--- src/hw/rtl/matrix4x4_inverse_macros.svh ---
// Assertion macros for the 4x4 matrix inverse block.
// Used by the top level only; no other dependencies.
`ifndef MATRIX4X4_INVERSE_MACROS_SVH
`define MATRIX4X4_INVERSE_MACROS_SVH

// same-cycle implication, disabled in reset
`define M4INV_ASSERT_IMP(lbl, clk, rst_n, a, c, msg) \
  lbl: assert property (@(posedge clk) disable iff (!rst_n) (a) |-> (c)) else $error(msg);

// next-cycle implication, disabled in reset
`define M4INV_ASSERT_NXT(lbl, clk, rst_n, a, c, msg) \
  lbl: assert property (@(posedge clk) disable iff (!rst_n) (a) |=> (c)) else $error(msg);

`endif

--- src/hw/rtl/m4inv_pkg.sv ---
// Shared types for the 4x4 matrix inverse: datapath opcodes, controller
// states, command/status structs and the cofactor element index function.
package m4inv_pkg;

  typedef enum logic [3:0] {
    DP_NOP,
    DP_LOADA,
    DP_MUL,
    DP_MOVE,
    DP_CACC,
    DP_CSTORE,
    DP_LOADC,
    DP_DACC,
    DP_DCLR,
    DP_DIVGO,
    DP_EMIT
  } dp_op_t;

  typedef enum logic [2:0] {
    S_LOAD,
    S_CLR,
    S_TRI,
    S_CST,
    S_DET,
    S_DIVGO,
    S_DIVW,
    S_EMIT
  } state_t;

  typedef struct packed {
    dp_op_t     op;
    logic       wr;
    logic [3:0] waddr;
    logic [3:0] addr;
    logic [2:0] chunk;
    logic       top;
    logic       clr;
    logic       neg;
    logic [3:0] ci;
    logic [3:0] pos;
    logic       last;
  } dp_cmd_t;

  typedef struct packed {
    logic div_busy;
    logic singular;
    logic out_free;
  } dp_status_t;

  // column of the minor used by factor j (row j) of product term t
  function automatic logic [1:0] term_col(logic [2:0] t, logic [1:0] j);
    logic [1:0] c;
    c = 2'd0;
    unique case (t)
      3'd0: c = j;
      3'd1: c = (j == 2'd0) ? 2'd1 : (j == 2'd1) ? 2'd2 : 2'd0;
      3'd2: c = (j == 2'd0) ? 2'd2 : (j == 2'd1) ? 2'd0 : 2'd1;
      3'd3: c = (j == 2'd0) ? 2'd0 : (j == 2'd1) ? 2'd2 : 2'd1;
      3'd4: c = (j == 2'd0) ? 2'd1 : (j == 2'd1) ? 2'd0 : 2'd2;
      3'd5: c = (j == 2'd0) ? 2'd2 : (j == 2'd1) ? 2'd1 : 2'd0;
      default: c = 2'd0;
    endcase
    return c;
  endfunction

  // store index of factor j of term t in the cofactor of entry k
  function automatic logic [3:0] elem_idx(logic [3:0] k, logic [2:0] t, logic [1:0] j);
    logic [1:0] mc;
    logic [1:0] r;
    logic [1:0] c;
    mc = term_col(t, j);
    r = (j < k[3:2]) ? j : j + 2'd1;
    c = (mc < k[1:0]) ? mc : mc + 2'd1;
    return {r, c};
  endfunction

endpackage

--- src/hw/rtl/m4inv_ctrl.sv ---
// Controller of the matrix inverse: sequences loading, cofactor products,
// determinant, divisions and result requests. Uses m4inv_pkg.
module m4inv_ctrl (
  input  logic                  clk,
  input  logic                  rst_n,
  input  logic                  in_valid,
  output logic                  in_stall,
  input  m4inv_pkg::dp_status_t status,
  output m4inv_pkg::dp_cmd_t    cmd
);

  m4inv_pkg::state_t state_r, state_nxt;
  logic [3:0] cnt_r, cnt_nxt;
  logic [3:0] k_r, k_nxt;
  logic [2:0] t_r, t_nxt;
  logic [2:0] st_r, st_nxt;

  always_ff @(posedge clk) begin
    if (!rst_n) begin
      state_r <= m4inv_pkg::S_LOAD;
      cnt_r   <= '0;
      k_r     <= '0;
      t_r     <= '0;
      st_r    <= '0;
    end else begin
      state_r <= state_nxt;
      cnt_r   <= cnt_nxt;
      k_r     <= k_nxt;
      t_r     <= t_nxt;
      st_r    <= st_nxt;
    end
  end

  always_comb begin
    state_nxt = state_r;
    cnt_nxt   = cnt_r;
    k_nxt     = k_r;
    t_nxt     = t_r;
    st_nxt    = st_r;
    in_stall  = 1'b1;
    cmd       = '0;
    cmd.op    = m4inv_pkg::DP_NOP;
    cmd.waddr = cnt_r;
    cmd.ci    = k_r;
    cmd.pos   = k_r;
    cmd.last  = (k_r == 4'd15);

    unique case (state_r)
      m4inv_pkg::S_LOAD: begin
        in_stall = 1'b0;
        if (in_valid) begin
          cmd.wr  = 1'b1;
          cnt_nxt = cnt_r + 4'd1;
          if (cnt_r == 4'd15) begin
            state_nxt = m4inv_pkg::S_CLR;
          end
        end
      end
      m4inv_pkg::S_CLR: begin
        cmd.op    = m4inv_pkg::DP_DCLR;
        k_nxt     = '0;
        t_nxt     = '0;
        st_nxt    = '0;
        state_nxt = m4inv_pkg::S_TRI;
      end
      // one product term a*b*c: load a, a*b, move, two chunks times c, then add or subtract it into the cofactor sum
      m4inv_pkg::S_TRI: begin
        st_nxt = st_r + 3'd1;
        unique case (st_r)
          3'd0: begin
            cmd.op   = m4inv_pkg::DP_LOADA;
            cmd.addr = m4inv_pkg::elem_idx(k_r, t_r, 2'd0);
          end
          3'd1: begin
            cmd.op    = m4inv_pkg::DP_MUL;
            cmd.addr  = m4inv_pkg::elem_idx(k_r, t_r, 2'd1);
            cmd.chunk = 3'd0;
            cmd.top   = 1'b1;
            cmd.clr   = 1'b1;
          end
          3'd2: cmd.op = m4inv_pkg::DP_MOVE;
          3'd3: begin
            cmd.op    = m4inv_pkg::DP_MUL;
            cmd.addr  = m4inv_pkg::elem_idx(k_r, t_r, 2'd2);
            cmd.chunk = 3'd1;
            cmd.top   = 1'b1;
            cmd.clr   = 1'b1;
          end
          3'd4: begin
            cmd.op    = m4inv_pkg::DP_MUL;
            cmd.addr  = m4inv_pkg::elem_idx(k_r, t_r, 2'd2);
            cmd.chunk = 3'd0;
          end
          default: begin
            cmd.op = m4inv_pkg::DP_CACC;
            cmd.neg = (t_r >= 3'd3);
            st_nxt  = '0;
            t_nxt   = t_r + 3'd1;
            if (t_r == 3'd5) begin
              state_nxt = m4inv_pkg::S_CST;
            end
          end
        endcase
      end
      m4inv_pkg::S_CST: begin
        cmd.op  = m4inv_pkg::DP_CSTORE;
        cmd.neg = k_r[2] ^ k_r[0];
        t_nxt   = '0;
        st_nxt  = '0;
        k_nxt   = k_r + 4'd1;
        state_nxt = (k_r == 4'd15) ? m4inv_pkg::S_DET : m4inv_pkg::S_TRI;
      end
      // first-row cofactor times element, cofactor taken in four chunks
      m4inv_pkg::S_DET: begin
        st_nxt   = st_r + 3'd1;
        cmd.addr = k_r;
        unique case (st_r)
          3'd0: cmd.op = m4inv_pkg::DP_LOADC;
          3'd1, 3'd2, 3'd3, 3'd4: begin
            cmd.op    = m4inv_pkg::DP_MUL;
            cmd.chunk = 3'd4 - st_r;
            cmd.top   = (st_r == 3'd1);
            cmd.clr   = (st_r == 3'd1);
          end
          default: begin
            cmd.op = m4inv_pkg::DP_DACC;
            st_nxt = '0;
            k_nxt  = k_r + 4'd1;
            if (k_r == 4'd3) begin
              k_nxt     = '0;
              state_nxt = m4inv_pkg::S_DIVGO;
            end
          end
        endcase
      end
      m4inv_pkg::S_DIVGO: begin
        cmd.ci = {k_r[1:0], k_r[3:2]};
        if (status.singular) begin
          state_nxt = m4inv_pkg::S_EMIT;
        end else begin
          cmd.op    = m4inv_pkg::DP_DIVGO;
          state_nxt = m4inv_pkg::S_DIVW;
        end
      end
      m4inv_pkg::S_DIVW: begin
        if (!status.div_busy) begin
          state_nxt = m4inv_pkg::S_EMIT;
        end
      end
      m4inv_pkg::S_EMIT: begin
        if (status.out_free) begin
          cmd.op = m4inv_pkg::DP_EMIT;
          k_nxt  = k_r + 4'd1;
          state_nxt = (k_r == 4'd15) ? m4inv_pkg::S_LOAD : m4inv_pkg::S_DIVGO;
        end
      end
      default: state_nxt = m4inv_pkg::S_LOAD;
    endcase
  end

endmodule

--- config.mk ---
export PLATFORM = sky130hd
export DESIGN_NAME = m4inv_ctrl
export DESIGN_NICKNAME = d
export VERILOG_FILES = /design/src/hw/rtl/matrix4x4_inverse_macros.svh /design/src/hw/rtl/m4inv_pkg.sv /design/src/hw/rtl/m4inv_ctrl.sv
export SDC_FILE = /design/constraint.sdc
export NUM_CORES = 1
export LEC_CHECK = 0
export ABC_AREA = 0
export ABC_CLOCK_PERIOD_IN_PS = 3600
export BUFFER_PORTS_ARGS = -buffer_cell sky130_fd_sc_hd__buf_2
export CAP_MARGIN = 40
export CORE_ASPECT_RATIO = 1.4
export CORE_MARGIN = 2
export CORE_UTILIZATION = 45
export CTS_CLUSTER_SIZE = 10
export DETAILED_ROUTE_END_ITERATION = 8
export GPL_TIMING_DRIVEN = 0
export PLACE_DENSITY_LB_ADDON = 0.3
export SYNTH_ARGS = -nofsm -noshare
export SYNTH_HDL_FRONTEND = slang
export SYNTH_SLANG_ARGS = --single-unit
--- constraint.sdc ---
create_clock -name clk -period 3.6 [get_ports clk]
set_clock_uncertainty 0.1 [all_clocks]
set_input_delay 0.18 -clock clk [delete_from_list [all_inputs] [get_ports clk]]
set_output_delay 0.18 -clock clk [all_outputs]
set_load 0.005 [all_outputs]
==> results.txt, run 1 <==
Leakage Power -> 0.9746 nW
EDFF count, synth -> 0
CP Launch Type -> register
Layout Nets -> 303
clock period minus final worst setup slack -> 3276 ps
routability-driven placement congestion ratio -> 0.8354
Initial Util -> 46.25%
Final HPWL DP -> 3794 um
CP Cell Sequence -> inv_1 -> ha_1 -> mux2i_2 -> ha_1 -> o21bai_1 -> inv_1 -> ha_1 -> a21o_1 -> mux2_2 -> a222oi_1 -> o21ai_0 -> buf_2
vias in the first global route -> 1,786
Clk pin slew, worst setup/hold paths -> 70 ps
GRT overflow -> 0
pwr dens -> 230.4 mW/mm2
via count -> 1,895
CTS Root Cell -> clkbuf_8
endpoints failing setup -> 0
Avg Vias per Cell -> 5.885
main area contributors after synthesis -> dfxtp_1 19%, ha_1 12%, o21ai_0 5.6%, nand2_1 5.4%, mux2i_1 3.9%
WP buf/inv -> 3
largest net degree at the start of global routing -> 11
Yosys top cell area share -> 18.94%
worst vdd ir -> 0.1780 mV
register area -> 341.6 um2
Slew Viols, Final -> 0
multi-input logic area -> 0.001334 mm2
hold crit path type -> input pin to register
Routed WL -> 4912 um
Num CTS Buffers -> 3
per-cell routed wire length -> 15.25 um
synth unique cells -> 50
cell mode on critical path -> ha_1
final cell count without fillers -> 322
Pre-antenna DRT Iters -> 4
drt drc -> 0
die area -> 0.004522 mm2
# port buffers -> 34
# fillers -> 407
Clock Tree Buf Depth -> 2
period utilization -> 91.00%
initial antenna violation count -> 0
CP max stage delay -> 450 ps
Synth warnings -> 0
top_reg_cell synth -> dfxtp_1
area grow syn2layout -> 15.46%
combinational fraction of design power -> 25.7%
# rows -> 27
final hold violation count -> 0
CP max FO -> 7
Yosys reg bits -> 17
CP delay by family, top -> adder cells
number of DRC markers in iteration 0 -> 107
Max Cap Viol -> 0
Power Internal -> 0.3233 mW
slowest CP cell -> dfxtp_1
syn_nets -> 264
Slew @ Worst Pin -> 582.2 ps
Die Wd -> 57.41 um
CP Data Arrival Time -> 3000 ps
Fmax -> 305.3 MHz
Worst Path Required -> 3320 ps
gr usage total -> 22.47%
register area share after synthesis -> 18.94%
Inst Count DP -> 318
syn_area_per_cell -> 7.455 um2
RSZ-0062 raised after global routing -> false
critical path class -> register to primary output
hold_buf cts -> 0
Ant. Diodes -> 0
Flop pwr share -> 42.9%
largest area contributor in the netlist -> dfxtp_1
CORE AREA -> 0.003885 mm2
CTS H-Tree Depth -> 1
layout cells sized above 1 -> 20.79%
CTS Sinks -> 17
clock network fraction of design power -> 31.4%
slew margin rel. -> 61.11%
crit end category -> primary output
I/O Pins -> 35
Die Ht -> 78.77 um
first-pass GRT wire length -> 8197 um
final antenna-violating net count -> 0
Clock Latency Late Sink -> 260 ps
switching share of power -> 32.36%
ys async rst share -> 0%
register-to-register setup slack -> 1170 ps
Post-Syn Area -> 0.001797 mm2
CTS tree -> done
Cells after Synth -> 241
outcome -> finished clean
Setup TNS -> 0 ps
sw power -> 0.1546 mW
[cells in the final DEF (no fill, tap or decap), types with 7 or more instances in the layout]
cell      n
nand3_1  10
nor2b_1   8
o21ai_0  20
buf_2    41
dfxtp_1  16
nor2_1   13
and3_1    7
ha_1     16
inv_1    16
a21oi_1  11
nand2_1  26
[per-stage QoR]
| step | cell area (um2) | hold WS, ps | setup WS [ps] | power (mW) | utilization [%] |
|---|---|---|---|---|---|
| after floorplan | 1797 | 232.9 | 932.4 | 0.2901 | - |
| after global placement | 2021 | 403.2 | 594.3 | 0.3288 | 52.01 |
| after detailed placement | 2021 | 402.0 | 548.8 | 0.3298 | 52.01 |
| after CTS | 2067 | 130.4 | 258.0 | 0.4769 | 53.20 |
| after global routing | 2074 | 129.8 | 11.01 | 0.5030 | 53.40 |
| final | 2074 | 129.4 | 324.1 | 0.4779 | 53.40 |
[cell families after synthesis]
group / Yosys count / synth area share [%]
compound gates: 76 / 28.55
xor+xnor: 7 / 3.412
fa+ha+maj: 17 / 11.84
buf+inv: 30 / 7.173
flops: 17 / 18.94
mux: 9 / 5.153
simple gates: 85 / 24.93
[synth_stat cells, types with 2 or more instances]
master	n
nand2_1	26
dfxtp_1	17
nand2b_1	4
xnor2_1	6
o21ai_0	20
o2111ai_1	2
o21a_1	4
and3_1	7
o21bai_1	2
a21o_1	4
a21boi_0	3
or2_2	3
a21boi_1	2
buf_2	7
and2_1	4
buf_4	2
nor2b_1	8
clkbuf_1	5
o211ai_1	5
nand3_1	10
o211a_1	2
nor2_1	13
ha_1	17
mux2_2	2
a31oi_1	3
inv_1	16
a211oi_1	3
a21oi_1	11
nand4_1	6
mux2i_1	7
[layout make-up]
cell class	instances	area share, %
clock buffer	3	1.990
multi-input combinational	194	64.29
sequential	17	16.47
inverter	16	2.895
tap	43	2.593
timing repair buffer	34	8.203
buffer	14	3.317
clock inverter	1	0.2413
[state kept, by name, indices dropped and copies added, names as in the netlist]
name / count
cnt_r: 4
k_r: 4
st_r: 3
state_r: 3
t_r: 3
[worst paths after layout]
| kind | startpoint | endpoint | cells past startpoint |
|---|---|---|---|
| worst max register to register | st_r[0] | t_r[0] | 8 |
| worst min-delay path | rst_n | t_r[1] | 2 |
| worst min register to register | t_r[1] | t_r[1] | 2 |
| worst max-delay path | t_r[0] | cmd[15] | 12 |
[power groups by stage]
stage,clock (mW),combinational (mW),sequential [mW]
finish,0.150,0.123,0.205
global route,0.162,0.136,0.206
CTS,0.150,0.122,0.205
detailed placement,0,0.121,0.209
global placement,0,0.120,0.209
floorplan,0,0.0824,0.208
[repair_timing]
action                     4_1_cts  5_1_grt
setup buffers                    0        0
gates resized for setup          0        3
setup endpoints to repair        0        1
[per-layer routing]
metal  share of wire (%)  global-route usage [%]  wire, um  vias up
li1                    -                       -         -      947
met4                 1.9                   8.605        91        0
met1                  43                   26.45      2116      895
met2                  52                   41.14      2534       44
met5                   0                       0         0        -
met3                 3.4                   1.792       169        9
Power figures use the tool's default switching activity.
==> inputs of run 2 (changes only) <==
Settings changed: ABC_AREA 0 to default, ABC_CLOCK_PERIOD_IN_PS 3600 to 3790, CORE_MARGIN 2 to 5.
Clock period 3.6 ns to 3.79 ns, I/O delays scaled along.
==> results.txt, run 2 (same netlist as run 1, synthesis figures left out) <==
initial antenna violation count -> 0
register-to-register setup slack -> 1370 ps
# fillers -> 403
WP buf/inv -> 3
per-cell routed wire length -> 15.52 um
Worst Path Required -> 3500 ps
CP Cell Sequence -> inv_1 -> ha_1 -> mux2i_1 -> ha_1 -> o21bai_1 -> inv_1 -> ha_1 -> a21o_1 -> mux2_2 -> a222oi_1 -> o21ai_0 -> buf_2
layout cells sized above 1 -> 19.71%
Pre-antenna DRT Iters -> 5
die area -> 0.005375 mm2
Fmax -> 295.9 MHz
Regs by FF count -> cnt_r (4), k_r (4)
CP Launch Type -> register
gr usage total -> 18.59%
setup bufs post-CTS -> 0
Leakage Power -> 0.9692 nW
critical path class -> register to primary output
Avg Vias per Cell -> 5.957
vias in the first global route -> 1,855
hold crit path type -> input pin to register
Clock Tree Buf Depth -> 2
Initial Util -> 46.25%
Max Cap Viol -> 0
Routed WL -> 4998 um
CORE AREA -> 0.003885 mm2
CTS tree -> done
drt drc -> 0
# resized after CTS -> 0
Slew Viols, Final -> 0
hold_buf cts -> 0
final antenna-violating net count -> 0
first-pass GRT wire length -> 8355 um
CTS Sinks -> 17
number of DRC markers in iteration 0 -> 113
outcome -> finished clean
GRT overflow -> 0
most common cell after layout, fill and taps aside -> buf_2
Setup TNS -> 0 ps
cell mode on critical path -> ha_1
Clk pin slew, worst setup/hold paths -> 80 ps
Num CTS Buffers -> 3
slowest CP cell -> dfxtp_1
most frequent cells in the layout -> 41 x buf_2, 26 x nand2_1, 20 x o21ai_0
I/O Pins -> 35
endpoints failing setup -> 0
CP Data Arrival Time -> 3090 ps
RSZ-0062 raised after global routing -> false
area grow syn2layout -> 15.04%
Layout Nets -> 303
period utilization -> 89.17%
largest net degree at the start of global routing -> 11
Die Ht -> 84.77 um
Clock Latency Late Sink -> 260 ps
CTS H-Tree Depth -> 1
CP max FO -> 7
routability-driven placement congestion ratio -> 0.8828
CTS Root Cell -> clkbuf_8
Final HPWL DP -> 3863 um
slew margin rel. -> 64.01%
post-route setup slack -> 410.3 ps
register area -> 340.3 um2
Slew @ Worst Pin -> 538.7 ps
# port buffers -> 34
Ant. Diodes -> 0
multi-input logic area -> 0.001328 mm2
worst hold slack -> 138.5 ps
Placement Setup Slack -> 758.9 ps
final hold violation count -> 0
worst vdd ir -> 0.2267 mV
clock period minus final worst setup slack -> 3380 ps
via count -> 1,918
pwr dens -> 221.5 mW/mm2
CP delay by family, top -> adder cells
Die Wd -> 63.41 um
# rows -> 27
crit end category -> primary output
CP max stage delay -> 470 ps
==> run 2: changes by cell type in the layout (fill, tap and decap cells not counted) <==
cell	delta
dfxtp_1	+1
dfxtp_2	-1
ha_1	+1
ha_2	-1
mux2i_1	+1
mux2i_2	-1
==> run 2: final cells by class <==
type                       instances  share of cell area [%]
tap                               43                   2.603
clock buffer                       3                   1.998
timing repair buffer              34                   8.232
inverter                          16                   2.906
sequential                        17                   16.46
buffer                            14                   3.329
multi-input combinational        194                   64.23
clock inverter                     1                  0.2421
==> run 2: where the power goes <==
group | switching [mW] | internal (mW)
clock | 0.0729 | 0.0732
combinational | 0.0696 | 0.0479
sequential | 0.00842 | 0.186
total | 0.151 | 0.307
==> run 2: path summary, 6_finish.rpt <==
kind	startpoint	endpoint	depth (start not counted)
worst max register to register	st_r[0]	k_r[3]	8
worst min register to register	cnt_r[1]	cnt_r[1]	2
worst max-delay path	t_r[1]	cmd[15]	12
worst min-delay path	rst_n	t_r[1]	2
==> run 2: routing by layer <==
metal / share of wire, % / routed length (um) / vias up / global-route usage (%)
li1: - / - / 947 / -
met1: 40 / 2004 / 871 / 22.13
met2: 50 / 2507 / 87 / 32.81
met3: 6.8 / 341 / 13 / 2.008
met4: 2.9 / 145 / 0 / 8.318
met5: 0 / 0 / - / 0
==> run 2: per-stage QoR <==
stage                     instances  cell area, um2  utilization (%)  power (mW)
after floorplan                 241            1797                -      0.2756
after CTS                       322            2067            53.20      0.4559
final                           322            2067            53.20      0.4578
after global routing            322            2067            53.20      0.4779
after detailed placement        318            2021            52.01      0.3142
after global placement          318            2021            52.01      0.3137
==> inputs of run 3 (changes only) <==
Settings changed: CORE_UTILIZATION 45 to 50.
==> results.txt, run 3 (same netlist as run 1, synthesis figures left out) <==
outcome -> finished clean
Ant. Diodes -> 0
layout cells sized above 1 -> 19.71%
# resized after CTS -> 0
hold_buf cts -> 0
CP delay by family, top -> adder cells
gr usage total -> 21.61%
Routed WL -> 4861 um
CTS H-Tree Depth -> 1
Crit path depth -> 12
Die Wd -> 60.67 um
Clk pin slew, worst setup/hold paths -> 70 ps
Initial Util -> 52.22%
Leakage Power -> 0.9692 nW
CP max stage delay -> 460 ps
post-route cell area -> 0.002063 mm2
vias in the first global route -> 1,843
CTS tree -> done
hold crit path type -> input pin to register
drt drc -> 0
CTS Root Cell -> clkbuf_8
critical path class -> register to primary output
CP max FO -> 7
GRT overflow -> 0
R2R cell count -> 8
worst vdd ir -> 0.3002 mV
CP Cell Sequence -> inv_1 -> ha_1 -> mux2i_1 -> ha_1 -> o21bai_1 -> inv_1 -> ha_1 -> a21o_1 -> mux2_2 -> a222oi_1 -> o21ai_0 -> buf_2
final antenna-violating net count -> 0
Regs by FF count -> cnt_r (4), k_r (4)
Fmax -> 298.0 MHz
CP Launch Type -> register
# fillers -> 341
CP Data Arrival Time -> 3070 ps
CORE AREA -> 0.003441 mm2
Clock Latency Late Sink -> 260 ps
endpoints failing setup -> 0
per-cell routed wire length -> 15.24 um
crit end category -> primary output
first-pass GRT wire length -> 8266 um
Placed Area -> 0.002017 mm2
largest net degree at the start of global routing -> 11
hold path cells -> 2
I/O Pins -> 35
RSZ-0062 raised after global routing -> false
Num CTS Buffers -> 3
Slew Viols, Final -> 0
Layout Nets -> 303
WP buf/inv -> 3
slowest CP cell -> dfxtp_1
Die Ht -> 80.93 um
# port buffers -> 34
area grow syn2layout -> 14.83%
initial antenna violation count -> 0
Clock Tree Buf Depth -> 2
period utilization -> 88.55%
clock period minus final worst setup slack -> 3356 ps
most common cell after layout, fill and taps aside -> buf_2
cell mode on critical path -> ha_1
setup bufs post-CTS -> 0
Max Cap Viol -> 0
slew margin rel. -> 63.04%
number of DRC markers in iteration 0 -> 107
most frequent cells in the layout -> 41 x buf_2, 26 x nand2_1, 20 x o21ai_0
Worst Path Required -> 3500 ps
routability-driven placement congestion ratio -> 0.8767
Slew @ Worst Pin -> 553.3 ps
# rows -> 25
pwr dens -> 219.2 mW/mm2
CTS Sinks -> 17
final hold violation count -> 0
Final HPWL DP -> 3751 um
via count -> 1,949
Avg Vias per Cell -> 6.110
Setup TNS -> 0 ps
Pre-antenna DRT Iters -> 4
register-to-register setup slack -> 1380 ps
die area -> 0.004910 mm2
[run 3: final cells by class]
cell class                 instances  area (um2)  area share, %
buffer                            14       68.82          3.335
clock buffer                       3       41.29          2.001
clock inverter                     1       5.005         0.2426
inverter                          16       60.06          2.911
multi-input combinational        194        1328          64.34
sequential                        17       340.3          16.49
tap                               40       50.05          2.426
timing repair buffer              34       170.2          8.247
[run 3: worst paths after layout]
check	startpoint	to
setup / recovery	t_r[1]	cmd[15]
hold / removal	rst_n	t_r[1]
setup reg to reg	st_r[0]	t_r[0]
hold reg to reg	k_r[1]	k_r[1]
[run 3: report_power, final]
group	total [mW]	internal, mW	leakage, nW	switching [mW]
Clock	0.141	0.0732	0.0255	0.0679
Combinational	0.117	0.0479	0.806	0.0690
Sequential	0.194	0.186	0.137	0.00850
[run 3: per-layer routing]
layer  routed length (um)  GRT usage, %  vias up
li1                     -             -      951
met1                 2024         25.72      913
met2                 2466         37.69       74
met3                  266         2.862       11
met4                  103         9.328        0
met5                    0             0        -
[run 3: per-stage QoR]
step	power (mW)	worst slack (ps)	cells	hold slack, ps	util (%)
2_1_floorplan	0.2756	1113	241	242.4	-
3_3_place_gp	0.3122	776.4	315	413.3	58.62
3_5_place_dp	0.3137	745.7	315	420.8	58.62
4_1_cts	0.4540	451.7	319	144.3	59.96
5_1_grt	0.4783	171.1	319	146.4	59.96
6_report	0.4523	433.9	319	147.2	59.96
